[config.mk]
export PLATFORM = sky130hd
export DESIGN_NAME = npcm_argmin
export DESIGN_NICKNAME = d
export VERILOG_FILES = /design/src/rtl/nearest_palette_color_matcher_top_defines.svh /design/src/rtl/npcm_pkg.sv /design/src/rtl/npcm_argmin.sv
export SDC_FILE = /design/constraint.sdc
export NUM_CORES = 2
export LEC_CHECK = 0
export ABC_AREA = 0
export BUFFER_PORTS_ARGS = -buffer_cell sky130_fd_sc_hd__buf_2
export CAP_MARGIN = 15
export CORE_ASPECT_RATIO = 1.4
export CORE_MARGIN = 5
export CORE_UTILIZATION = 30
export DETAILED_ROUTE_END_ITERATION = 8
export REMOVE_ABC_BUFFERS = 1
export SYNTH_ARGS = -nofsm -noshare
export SYNTH_HDL_FRONTEND = slang
export SYNTH_SLANG_ARGS = --single-unit
export TNS_END_PERCENT = 5
[constraint.sdc]
create_clock -name clk -period 6.9 [get_ports clk]
set_input_delay 0.345 -clock clk [delete_from_list [all_inputs] [get_ports clk]]
set_output_delay 0.345 -clock clk [all_outputs]
set_load 0.02 [all_outputs]
[src/rtl/nearest_palette_color_matcher_top_defines.svh]
// Assertion macros for the palette matcher RTL.
// No dependencies; included by the top level, which checks its own logic.
`ifndef NEAREST_PALETTE_COLOR_MATCHER_TOP_DEFINES_SVH
`define NEAREST_PALETTE_COLOR_MATCHER_TOP_DEFINES_SVH

// Checks that cons holds in the same cycle as ante.
`define NPCM_ASSERT_NOW(label, ante, cons, msg) \
    label: assert property (@(posedge clk) disable iff (!rst_n) (ante) |-> (cons)) \
        else $error(msg);

// Checks that cons holds in the cycle after ante.
`define NPCM_ASSERT_NEXT(label, ante, cons, msg) \
    label: assert property (@(posedge clk) disable iff (!rst_n) (ante) |=> (cons)) \
        else $error(msg);

`endif

[src/rtl/npcm_pkg.sv]
// Types, palette constants and step functions for the palette matcher.
// No dependencies; imported by every module of the block.
`timescale 1ns / 1ps
`default_nettype none

package npcm_pkg;

    localparam int NUM_COLORS  = 16;
    localparam int NUM_PAIRS   = 3;
    localparam int ROOT_STEPS  = 17;
    localparam int ROOT_STAGES = 9;

    typedef logic [3:0]  color_idx_t;
    typedef logic [31:0] argb_t;
    typedef logic [7:0]  chan_t;
    typedef logic [17:0] sq_sum_t;
    typedef logic [16:0] root_t;
    typedef logic [19:0] rem_t;
    typedef logic [18:0] dist_t;

    typedef struct packed {
        rem_t    rem;
        root_t   root;
        sq_sum_t sum;
    } root_st_t;

    typedef struct packed {
        color_idx_t idx;
        dist_t      score;
    } cand_t;

    localparam argb_t PAL_WORDS [NUM_COLORS] = '{
        32'hff000000, 32'hffb21818, 32'hff18b218, 32'hffb26818,
        32'hff1818b2, 32'hffb218b2, 32'hff18b2b2, 32'hffb2b2b2,
        32'hff686868, 32'hffff5454, 32'hff54ff54, 32'hffffff54,
        32'hff5454ff, 32'hffff54ff, 32'hff54ffff, 32'hffffffff
    };

    // One digit of the restoring square root. The radicand is the sum
    // followed by sixteen zero bits, so two sum bits enter per step and
    // zeros follow once the sum has been shifted out.
    function automatic root_st_t root_step(root_st_t s);
        rem_t     cur;
        rem_t     trial;
        root_st_t o;
        cur   = {s.rem[17:0], s.sum[17:16]};
        trial = {1'b0, s.root, 2'b01};
        o.sum = {s.sum[15:0], 2'b00};
        if (cur >= trial)
        begin
            o.rem  = cur - trial;
            o.root = {s.root[15:0], 1'b1};
        end
        else
        begin
            o.rem  = cur;
            o.root = {s.root[15:0], 1'b0};
        end
        return o;
    endfunction

    // The higher index wins on equal distance.
    function automatic cand_t best_of(cand_t lo, cand_t hi);
        return (hi.score <= lo.score) ? hi : lo;
    endfunction

endpackage

`default_nettype wire

[src/rtl/npcm_argmin.sv]
// Adds the three roots per entry and picks the nearest entry in a
// registered tree, then looks up the palette word. Depends on npcm_pkg.
`timescale 1ns / 1ps
`default_nettype none

module npcm_argmin
    import npcm_pkg::*;
(
    input  wire logic       clk,
    input  wire logic       en,
    input  wire root_t      roots [NUM_COLORS][NUM_PAIRS],
    output color_idx_t      idx,
    output argb_t           word
);

    dist_t      dist_reg  [NUM_COLORS];
    cand_t      grp_reg   [4];
    cand_t      grp_next  [4];
    cand_t      best_next;
    color_idx_t idx_reg;
    argb_t      word_reg;

    always_comb
    begin
        cand_t c [NUM_COLORS];
        for (int i = 0; i < NUM_COLORS; i++)
        begin
            c[i] = '{idx: color_idx_t'(i), score: dist_reg[i]};
        end
        for (int g = 0; g < 4; g++)
        begin
            grp_next[g] = best_of(best_of(c[4*g], c[4*g+1]),
                                  best_of(c[4*g+2], c[4*g+3]));
        end
        best_next = best_of(best_of(grp_reg[0], grp_reg[1]),
                            best_of(grp_reg[2], grp_reg[3]));
    end

    always_ff @(posedge clk)
    begin
        if (en)
        begin
            for (int i = 0; i < NUM_COLORS; i++)
            begin
                dist_reg[i] <= dist_t'(roots[i][0]) + dist_t'(roots[i][1])
                             + dist_t'(roots[i][2]);
            end
            grp_reg  <= grp_next;
            idx_reg  <= best_next.idx;
            word_reg <= PAL_WORDS[best_next.idx];
        end
    end

    assign idx  = idx_reg;
    assign word = word_reg;

endmodule

`default_nettype wire

==> flow_summary_export.csv <==
group,metric,value,unit
grt,grt_pass1_wl,178.4,mm
cells_and_area,design_area,47070,um2
power,pwr_density_cell,374.0,nW/um2
critical_path,path_class,"reg2reg",
outcome,outcome,"complete, no violations",
detailed_routing,drc,0,
synth,synth_edf_count,406,
timing,fin_skew,0.03147,ns
clocking,cts_resized,0,
detailed_routing,drt_wl_total,120.3,mm
synth,ys_warn_count,0,
grt,grt_max_degree,129,
die,rows,156,
flow_run,max_cap_viol_count,0,
synth,syn_area,39130,um2
place,portBuffers,845,
power,p_comb_share,58.9,%
detailed_routing,vias,29779,
synth,synth_top_area_share,31.16,%
critical_path,cp-end-kind,"flip-flop",
grt,grt_overflow_total,0,
place,post_dp_cell_area,45440,um2
timing,drv_slew,0,
clocking,clkLatencyLatePin,0.62,ns
die,start_util,30.24,%
power,pwr-share-seq,26.3,%
detailed_routing,firstDrtPassIters,7,
min_path,hold_path_depth,3,
cells_and_area,largest_reg_flops,304,
detailed_routing,drt-initial-drc-count,1311,
synth,ys_seq_area_share,31.16,%
timing,fmax,0.1645,GHz
timing,relSlewSlack,25.43,%
cells_and_area,nNetsFinal,6139,
die,die_x,315.2,um
cells_and_area,final_common_cell,"buf_2",
clocking,cts_max_level,2,
timing,fin_crit_sh,88.09,%
timing,period_minus_slack,6.078,ns
grt,grt_util_all_layers,16.84,%
clocking,clkTransAtPathRegs,0.06,ns
critical_path,required,7.22,ns
timing,max_slew.worst_pin.slew,1.116,ns
cells_and_area,syn_to_final_growth,20.31,%
min_path,hp-class,"in2reg",
clocking,post-cts-setup-buffers,0,
synth,synthTopCellsByArea,"edfxtp_1 (31%), ha_1 (17%), fa_1 (15%)",
power,ir_drop,0.2415,mV
power,clock_power_share,14.8,%
grt,grt_pass1_vias,31343,
synth,synth_cells,3622,
critical_path,worst_r2r_path_depth,16,
detailed_routing,ant_nets,0,
synth,ys_types,71,
clocking,cts_tree,"done",
die,io_pins,854,
cells_and_area,drive_gt1_share,21.40,%
die,die-area,137800,um2
timing,holdWs,0.2180,ns
power,intPower,0.009934,W
clocking,cts_sinks,406,
min_path,holdPathEnd,"dist_reg[1][134]",
place,place.gp.congestion,0.9372,
timing,hold_viol_final,0,
die,core_region_area,129400,um2
place,dp.cells,6174,
synth,synth_top_area_cell,"edfxtp_1",
critical_path,crit_fanout,43,
timing,setup_viol,0,
cells_and_area,fin_util,36.38,%
detailed_routing,via_per_inst,4.750,
min_path,min-delay-start,"roots[35]",
clocking,numCtsBuffers,47,
synth,synth-seq-cells,406,
power,swShare,43.57,%
critical_path,arrival,6.39,ns
cells_and_area,final_cell_mix,"buf_2 (844), ha_1 (547), inv_1 (459), edfxtp_1 (406), fa_1 (288)",
clocking,cts_root_buffer,"clkbuf_16",
cells_and_area,final_cells,6269,
detailed_routing,wl_per_cell,19.19,um
power,p_leak,21.71,nW
synth,ys_dominant_reg_cell,"edfxtp_1",
critical_path,start_kind,"flip-flop",
grt,grt_antenna_before_repair,23,
critical_path,r2r_slack,0.82,ns
clocking,cts_buffer_depth,3,
power,p_switching,0.007670,W
critical_path,r2r-end,"word[12]",
die,dieHeight,437.3,um
clocking,postCtsHoldBufs,0,
synth,syn_area_per_cell,10.80,um2
place,place_hpwl,105.0,mm
synth,synthArstFlopShare,0,%
timing,rsz0062_at_grt,"no",
critical_path,r2r_start,"grp_reg[4]",
power by group through the flow:
stage | clock network, W | registers (W) | logic (W)
floorplan | 0 | 0.00450 | 0.00708
finish | 0.00260 | 0.00463 | 0.0104
detailed placement | 0 | 0.00470 | 0.0105
CTS | 0.00270 | 0.00466 | 0.0106
global placement | 0 | 0.00469 | 0.0103
global route | 0.00278 | 0.00474 | 0.0117
how the worst max path moves through the flow:
stage,start,endpoint
final,grp_reg[4],word[12]
after global routing,grp_reg[2],word[12]
after CTS,grp_reg[4],word[12]
after detailed placement,grp_reg[4],word[12]
after global placement,grp_reg[4],word[12]
after floorplan,dist_reg[0][99],grp_reg[65]
stage by stage:
stage | power (W) | worst slack (ns) | setup TNS [ns]
finish | 0.01760 | 0.8216 | 0
global route | 0.01925 | 0.2574 | 0
CTS | 0.01792 | 0.7659 | 0
detailed placement | 0.01517 | 0.7898 | 0
global placement | 0.01500 | 0.8778 | 0
floorplan | 0.01159 | -0.5898 | -12.63
layout make-up:
class	instances	area (um2)
Clock buffer	56	1231
Inverter	460	1727
Tap cell	1738	2175
Antenna cell	7	17.52
Timing Repair Buffer	862	4399
Clock inverter	31	356.6
Multi-Input combinational cell	2709	24980
Fill cell	12856	82340
Sequential cell	406	12190
synth_stat cells, drive strengths merged, types with 55 or more instances:
master	number
nand3	79
mux2i	240
a21oi	273
o21a	75
nor2	188
xnor2	182
nor2b	55
a21o	66
o21ai	143
nand2	110
edfxtp	406
ha	547
fa	288
inv	459
nand4	59
routing by layer:
layer / vias to the layer above / GRT usage [%] / wire, um
met5: - / 0 / 12
met4: 2 / 4.956 / 4158
met3: 149 / 1.783 / 4864
met2: 764 / 31.83 / 62470
met1: 14153 / 19.99 / 48780
li1: 14711 / - / -
logic make-up after synthesis:
kind of cell,synth area share (%)
and+or+nand+nor,8.413
xor gates and xnor gates,4.544
AOI/OAI and AO/OA,12.15
muxes,6.284
other,0.009584
DFF,31.16
adders and majority gates,32.23
buffers and inverters,5.212
critical path, stage by stage, from the launching register on:
cell,delay (ns)
edfxtp_1,0.39
ha_1,0.31
a21o_1,0.16
a221o_1,0.31
a221oi_1,0.34
o311ai_2,0.18
nand2_2,0.61
o21ai_0,0.24
ha_1,0.36
nand4_1,0.11
or3_1,0.42
o31ai_2,0.85
clkinv_1,0.53
mux2_2,0.43
ha_1,0.27
nor3_1,0.19
a21oi_1,0.06
Power figures use the tool's default switching activity.
