`src/rtl/nearest_palette_color_matcher_top_defines.svh`:
```
// Assertion macros for the palette matcher RTL.
// No dependencies; included by the top level, which checks its own logic.
`ifndef NEAREST_PALETTE_COLOR_MATCHER_TOP_DEFINES_SVH
`define NEAREST_PALETTE_COLOR_MATCHER_TOP_DEFINES_SVH

// Checks that cons holds in the same cycle as ante.
`define NPCM_ASSERT_NOW(label, ante, cons, msg) \
    label: assert property (@(posedge clk) disable iff (!rst_n) (ante) |-> (cons)) \
        else $error(msg);

// Checks that cons holds in the cycle after ante.
`define NPCM_ASSERT_NEXT(label, ante, cons, msg) \
    label: assert property (@(posedge clk) disable iff (!rst_n) (ante) |=> (cons)) \
        else $error(msg);

`endif

```
`src/rtl/npcm_pkg.sv`:
```
// Types, palette constants and step functions for the palette matcher.
// No dependencies; imported by every module of the block.
`timescale 1ns / 1ps
`default_nettype none

package npcm_pkg;

    localparam int NUM_COLORS  = 16;
    localparam int NUM_PAIRS   = 3;
    localparam int ROOT_STEPS  = 17;
    localparam int ROOT_STAGES = 9;

    typedef logic [3:0]  color_idx_t;
    typedef logic [31:0] argb_t;
    typedef logic [7:0]  chan_t;
    typedef logic [17:0] sq_sum_t;
    typedef logic [16:0] root_t;
    typedef logic [19:0] rem_t;
    typedef logic [18:0] dist_t;

    typedef struct packed {
        rem_t    rem;
        root_t   root;
        sq_sum_t sum;
    } root_st_t;

    typedef struct packed {
        color_idx_t idx;
        dist_t      score;
    } cand_t;

    localparam argb_t PAL_WORDS [NUM_COLORS] = '{
        32'hff000000, 32'hffb21818, 32'hff18b218, 32'hffb26818,
        32'hff1818b2, 32'hffb218b2, 32'hff18b2b2, 32'hffb2b2b2,
        32'hff686868, 32'hffff5454, 32'hff54ff54, 32'hffffff54,
        32'hff5454ff, 32'hffff54ff, 32'hff54ffff, 32'hffffffff
    };

    // One digit of the restoring square root. The radicand is the sum
    // followed by sixteen zero bits, so two sum bits enter per step and
    // zeros follow once the sum has been shifted out.
    function automatic root_st_t root_step(root_st_t s);
        rem_t     cur;
        rem_t     trial;
        root_st_t o;
        cur   = {s.rem[17:0], s.sum[17:16]};
        trial = {1'b0, s.root, 2'b01};
        o.sum = {s.sum[15:0], 2'b00};
        if (cur >= trial)
        begin
            o.rem  = cur - trial;
            o.root = {s.root[15:0], 1'b1};
        end
        else
        begin
            o.rem  = cur;
            o.root = {s.root[15:0], 1'b0};
        end
        return o;
    endfunction

    // The higher index wins on equal distance.
    function automatic cand_t best_of(cand_t lo, cand_t hi);
        return (hi.score <= lo.score) ? hi : lo;
    endfunction

endpackage

`default_nettype wire

```
`src/rtl/npcm_root.sv`:
```
// Pipelined integer square root of (sum << 16), two digits per stage but one in the last.
// Depends on npcm_pkg.
`timescale 1ns / 1ps
`default_nettype none

module npcm_root
    import npcm_pkg::*;
(
    input  wire logic    clk,
    input  wire logic    en,
    input  wire sq_sum_t sum,
    output root_t        root
);

    root_st_t st_reg  [ROOT_STAGES];
    root_st_t st_next [ROOT_STAGES];
    root_st_t src     [ROOT_STAGES];

    for (genvar st = 0; st < ROOT_STAGES; st++)
    begin : g_stg
        if (st == 0)
        begin : g_first
            assign src[st] = '{rem: '0, root: '0, sum: sum};
        end
        else
        begin : g_rest
            assign src[st] = st_reg[st-1];
        end

        if (2 * st + 1 < ROOT_STEPS)
        begin : g_two
            assign st_next[st] = root_step(root_step(src[st]));
        end
        else
        begin : g_one
            assign st_next[st] = root_step(src[st]);
        end

        always_ff @(posedge clk)
        begin
            if (en)
            begin
                st_reg[st] <= st_next[st];
            end
        end
    end

    assign root = st_reg[ROOT_STAGES-1].root;

endmodule

`default_nettype wire

```
`config.mk`:
```
export PLATFORM = sky130hd
export DESIGN_NAME = npcm_root
export DESIGN_NICKNAME = d
export VERILOG_FILES = /design/src/rtl/nearest_palette_color_matcher_top_defines.svh /design/src/rtl/npcm_pkg.sv /design/src/rtl/npcm_root.sv
export SDC_FILE = /design/constraint.sdc
export NUM_CORES = 1
export LEC_CHECK = 0
export ABC_AREA = 1
export BUFFER_PORTS_ARGS = -buffer_cell sky130_fd_sc_hd__buf_2
export CORE_AREA = 2 2 193 195
export CTS_BUF_LIST = sky130_fd_sc_hd__clkbuf_8
export DETAILED_ROUTE_END_ITERATION = 12
export DIE_AREA = 0 0 195 197
export GPL_TIMING_DRIVEN = 0
export PLACE_DENSITY_LB_ADDON = 0.12
export SLEW_MARGIN = 20
export SYNTH_ARGS = -nofsm -noshare
export SYNTH_HDL_FRONTEND = slang
export SYNTH_SLANG_ARGS = --single-unit
```
`constraint.sdc`:
```
create_clock -name clk -period 5.8 [get_ports clk]
set_input_delay 0.29 -clock clk [delete_from_list [all_inputs] [get_ports clk]]
set_output_delay 0.29 -clock clk [all_outputs]
set_load 0.02 [all_outputs]
```
==> results by stage <==
Outcome:
- The flow ran to the end, and the final reports show no timing, DRC or antenna violations.

Timing:
- The number of hold violations in the final report is 0.
- The summed negative setup slack over all endpoints is 0 ns.
- The count of pins over their slew limit is 0.
- The worst setup skew after layout is about 0.017 ns.
- The transition time of the tightest slew-check pin is 0.619 ns.
- Setup repair after global routing left no endpoint under its margin.
- In this run the tightest slew margin relative to its limit is 0.583.
- Derived from the worst setup path, the maximum achievable clock frequency is 0.193 GHz.
- The period utilization is 0.893.
- In the post-route analysis, the smallest setup slack over all paths is about 0.62 ns.
- The minimum clock period is a little over 5 ns.
- The total setup violations reported at the end of the flow is 0.

Min path:
- The type of the most critical hold path is in -> reg.

Finish:
- The number of antenna diodes in the final layout is 0.
- The finished cells cover about 22,000 um^2.
- Measured on the finished design, the core utilization comes to 0.594.
- In the final layout, the share of cells above drive strength 1 is 0.0781.
- The number of flip-flops under the largest register name is 253.
- Leaving out fill and tap cells, the most frequent cells in the layout are sky130_fd_sc_hd__nand2_1 (754), sky130_fd_sc_hd__inv_1 (389), sky130_fd_sc_hd__edfxtp_1 (253).
- The sequential standard cell area is around 7600 um^2.
- The library cell used most frequently in the layout, excluding fill and tap cells, is sky130_fd_sc_hd__nand2_1.
- Fill cells in the final layout number 3,429.
- The final cell count without fillers is 3,170.
- The area of the multi-input gates is 10,500 um^2.
- The number of nets in the finished design is 2,848.
- Compared with the post-synthesis result, the final layout area differs by 9.24%.

Clocking:
- The number of H-tree levels is 2.
- The clock latency of the later-clocked register in the worst-skew pair is 0.59 ns.
- The root buffer selected by CTS is sky130_fd_sc_hd__clkbuf_8.
- Clock tree synthesis inserted a total of 44 buffers.
- No sink is reached through more buffers than the 3 on the longest clock path.
- TritonCTS built the clock tree.
- Clock-pin slew was measured on the worst setup and hold paths at 0.06 ns.
- The post-CTS setup buffer count is 0.
- The tree built by TritonCTS fans out to 253 sinks.

Worst setup path:
- The largest single stage delay on the critical path is 0.44 ns.
- Among all stages on the critical path, the largest delay is contributed by sky130_fd_sc_hd__edfxtp_1.
- Counting both buffers and inverters, the worst setup path holds a total of 7.
- The most numerous cell type found on the critical path is sky130_fd_sc_hd__nand2_1.
- Of all nets on the critical path, the largest fanout is 11.
- STA classifies the critical path endpoint as a flop.
- For the worst setup path, the data required time is 6.11 ns.
- STA classifies the critical path startpoint as a flop.
- The arrival time of data at the critical path endpoint is 5.49 ns.
- The largest delay contributor family on the critical path is simple AND/OR/NAND/NOR gates.
- The critical path in this run is classified as reg -> reg.

Placed design:
- The area after detailed placement is 20,500 um^2.
- The sum of net half-perimeters after detailed placement is 36.5 mm.
- The post-placement cell count is 3,077.
- Routability-driven placement finished with a final weighted congestion of ~0.92.
- The count of input and output buffers is 36.
- Prior to clock tree synthesis, the placed netlist has a worst setup slack of 0.262 ns.

Route:
- The residual DRC count is 0.
- The aggregate routed wire length is 45.8 mm.
- The detailed-route vias per instance is 5.26.
- After detailed routing, the average wire length per cell comes to around 14 um.
- After the first detailed-routing iteration, the DRC count stood at 1,065.
- The count of antenna-violating nets left after detailed routing is 0.
- For this run, the detailed router's first-pass iteration total came to 5.
- Summing over every cut layer, the via total after detailed routing is ~17k.

Global route:
- The initial antenna violation count was 0.
- The met2 capacity usage during global routing is 0.404.
- The number of global-route vias before repair is roughly 16k.
- The global-route met3 utilization is 0.0334.
- Entering global routing, the biggest net connects 114 pins.
- The layer flagged by global routing as most heavily used is met2.
- Global routing finished with a remaining overflow of 0.
- For this run, the total global-route usage over all layers was measured as 0.246.
- For met1 alone, demand over resource in global routing was 0.343.
- The first global-routing pass estimated roughly 77 mm of wire.

Yosys:
- The post-synthesis cell count is 2,570.
- Synthesis inferred 253 register bits.
- For this run, asynchronously set or reset flops after synthesis account for 0.
- The number of different library cells used by synthesis comes to 50.
- Summing every instance area after synthesis gives about 20,000 um^2.
- Of the total synthesized cell area, the portion taken by AND, OR, NAND and NOR gates is 0.297.
- The mean area per synthesized cell is ~7.7 um^2.
- Among all flip-flop cells after synthesis, the most frequent one is sky130_fd_sc_hd__edfxtp_1.
- After synthesis, the largest family of logic cells by area is simple AND/OR/NAND/NOR gates.
- The xor-xnor portion of the synthesized cell area is 0.0484.
- The mux share of post-synthesis cell area is 0.
- The number of warnings reported in the yosys synthesis log is 0.
- The area share of fa/ha/maj cells after synthesis is 0.102.
- The complex-gate fraction of the synthesized area came to 0.0835.
- Of the synthesized area, sequential elements account for 0.385.
- The number of flops mapped to enable cells by yosys is 253.

Power and ir drop:
- The total power density per cell area is 364 nW/um^2.
- The analysis attributes to cell leakage a power of 10.2 nW.
- The peak supply drop is between 0.00015 and 0.0002 V.

Die:
- The floorplan die area is 38,400 um^2.
- The floorplan step defined a core boundary enclosing ~36,000 um^2.
- The width of the die is 195 um.
- For this design the top-level I/O count stands at 37.
- The count of standard-cell rows is 70.
- The starting utilization of the core area is 0.544.
- The vertical die dimension is 197 um.

Flow run:
- Across the run, the number of max-cap violations was 0.
-- timing repair --
action / in CTS / in global routing
hold endpoints to repair: 17 / 0
gates resized for setup: 0 / 2
hold buffers: 17 / 0
endpoints found under the setup margin: 0 / 18
-- kinds of logic after synthesis --
group                      Yosys count
AOI/OAI and AO/OA                  295
xor gates and xnor gates           109
and+or+nand+nor                   1345
DFF                                253
buffers and inverters              411
adders and majority gates          156
other                                1
-- power by group --
| group | internal [mW] | switching [mW] | total (mW) |
|---|---|---|---|
| logic | 1.30 | 2.29 | 3.59 |
| registers | 2.50 | 0.211 | 2.71 |
| clock network | 0.817 | 0.724 | 1.54 |
| total | 4.61 | 3.22 | 7.84 |
-- per-layer routing --
metal,wire [um],vias up,share of wire
met5,0,-,0
met4,943,0,0.021
met3,1990,67,0.043
met2,20700,360,0.45
met1,22200,7562,0.48
li1,-,8672,-
-- final cells by class --
type	count	share of cell area
plain buffers	27	0.00912
clock buffers	46	0.0294
clock inverters	30	0.00802
inverters	384	0.0672
multi-input cells	1907	0.487
flip-flops and latches	253	0.353
well taps	468	0.0272
repair buffers	55	0.0193
-- through the flow --
| step | total power, mW | hold slack (ns) |
|---|---|---|
| global route | 8.53 | 0.0480 |
| detailed placement | 6.27 | 0.405 |
| global placement | 6.21 | 0.402 |
| finish | 7.84 | 0.0811 |
| CTS | 7.87 | 0.0237 |
| floorplan | 5.45 | 0.389 |
-- path summary, 6_finish.rpt --
kind | start | endpoint | slack (ns) | cells after the start
max | st_reg[0][352] | st_reg[0][406] | 0.62 | 25
max reg2reg | st_reg[0][352] | st_reg[0][406] | 0.62 | 25
min reg2reg | st_reg[0][11] | st_reg[0][68] | 0.42 | 0
min | sum[16] | st_reg[0][17] | 0.08 | 3
-- synth_stat cells (20+ instances only) --
cell,count,area share
sky130_fd_sc_hd__nand3_1,203,0.052
sky130_fd_sc_hd__nor2_1,230,0.044
sky130_fd_sc_hd__o21ai_0,107,0.027
sky130_fd_sc_hd__a21oi_1,109,0.028
sky130_fd_sc_hd__inv_1,374,0.071
sky130_fd_sc_hd__edfxtp_1,253,0.39
sky130_fd_sc_hd__nand4_1,45,0.014
sky130_fd_sc_hd__xor2_1,67,0.030
sky130_fd_sc_hd__ha_1,149,0.095
sky130_fd_sc_hd__nand2_1,754,0.14
sky130_fd_sc_hd__nand2_2,20,0.0063
sky130_fd_sc_hd__xnor2_1,42,0.019
-- worst register-to-register path: stages, from the launching register on --
cell and delay [ns]:
sky130_fd_sc_hd__edfxtp_1 0.44, sky130_fd_sc_hd__inv_1 0.16, sky130_fd_sc_hd__ha_1 0.18, sky130_fd_sc_hd__inv_1 0.06, sky130_fd_sc_hd__fa_1 0.40, sky130_fd_sc_hd__inv_1 0.07
sky130_fd_sc_hd__nand3_1 0.06, sky130_fd_sc_hd__nand2_1 0.12, sky130_fd_sc_hd__a21oi_2 0.10, sky130_fd_sc_hd__o21bai_2 0.21, sky130_fd_sc_hd__nand2_1 0.15, sky130_fd_sc_hd__nand2_1 0.11
sky130_fd_sc_hd__buf_4 0.21, sky130_fd_sc_hd__inv_1 0.09, sky130_fd_sc_hd__clkbuf_1 0.22, sky130_fd_sc_hd__o21ai_0 0.32, sky130_fd_sc_hd__ha_1 0.35, sky130_fd_sc_hd__a21oi_1 0.15
sky130_fd_sc_hd__nand2_1 0.08, sky130_fd_sc_hd__nand2_1 0.07, sky130_fd_sc_hd__o2111ai_1 0.22, sky130_fd_sc_hd__nand4_1 0.17, sky130_fd_sc_hd__nor2_1 0.08, sky130_fd_sc_hd__nor3_4 0.31
sky130_fd_sc_hd__clkbuf_1 0.41, sky130_fd_sc_hd__nand3_1 0.18
Note: power is estimated with default switching activity, not from simulation.
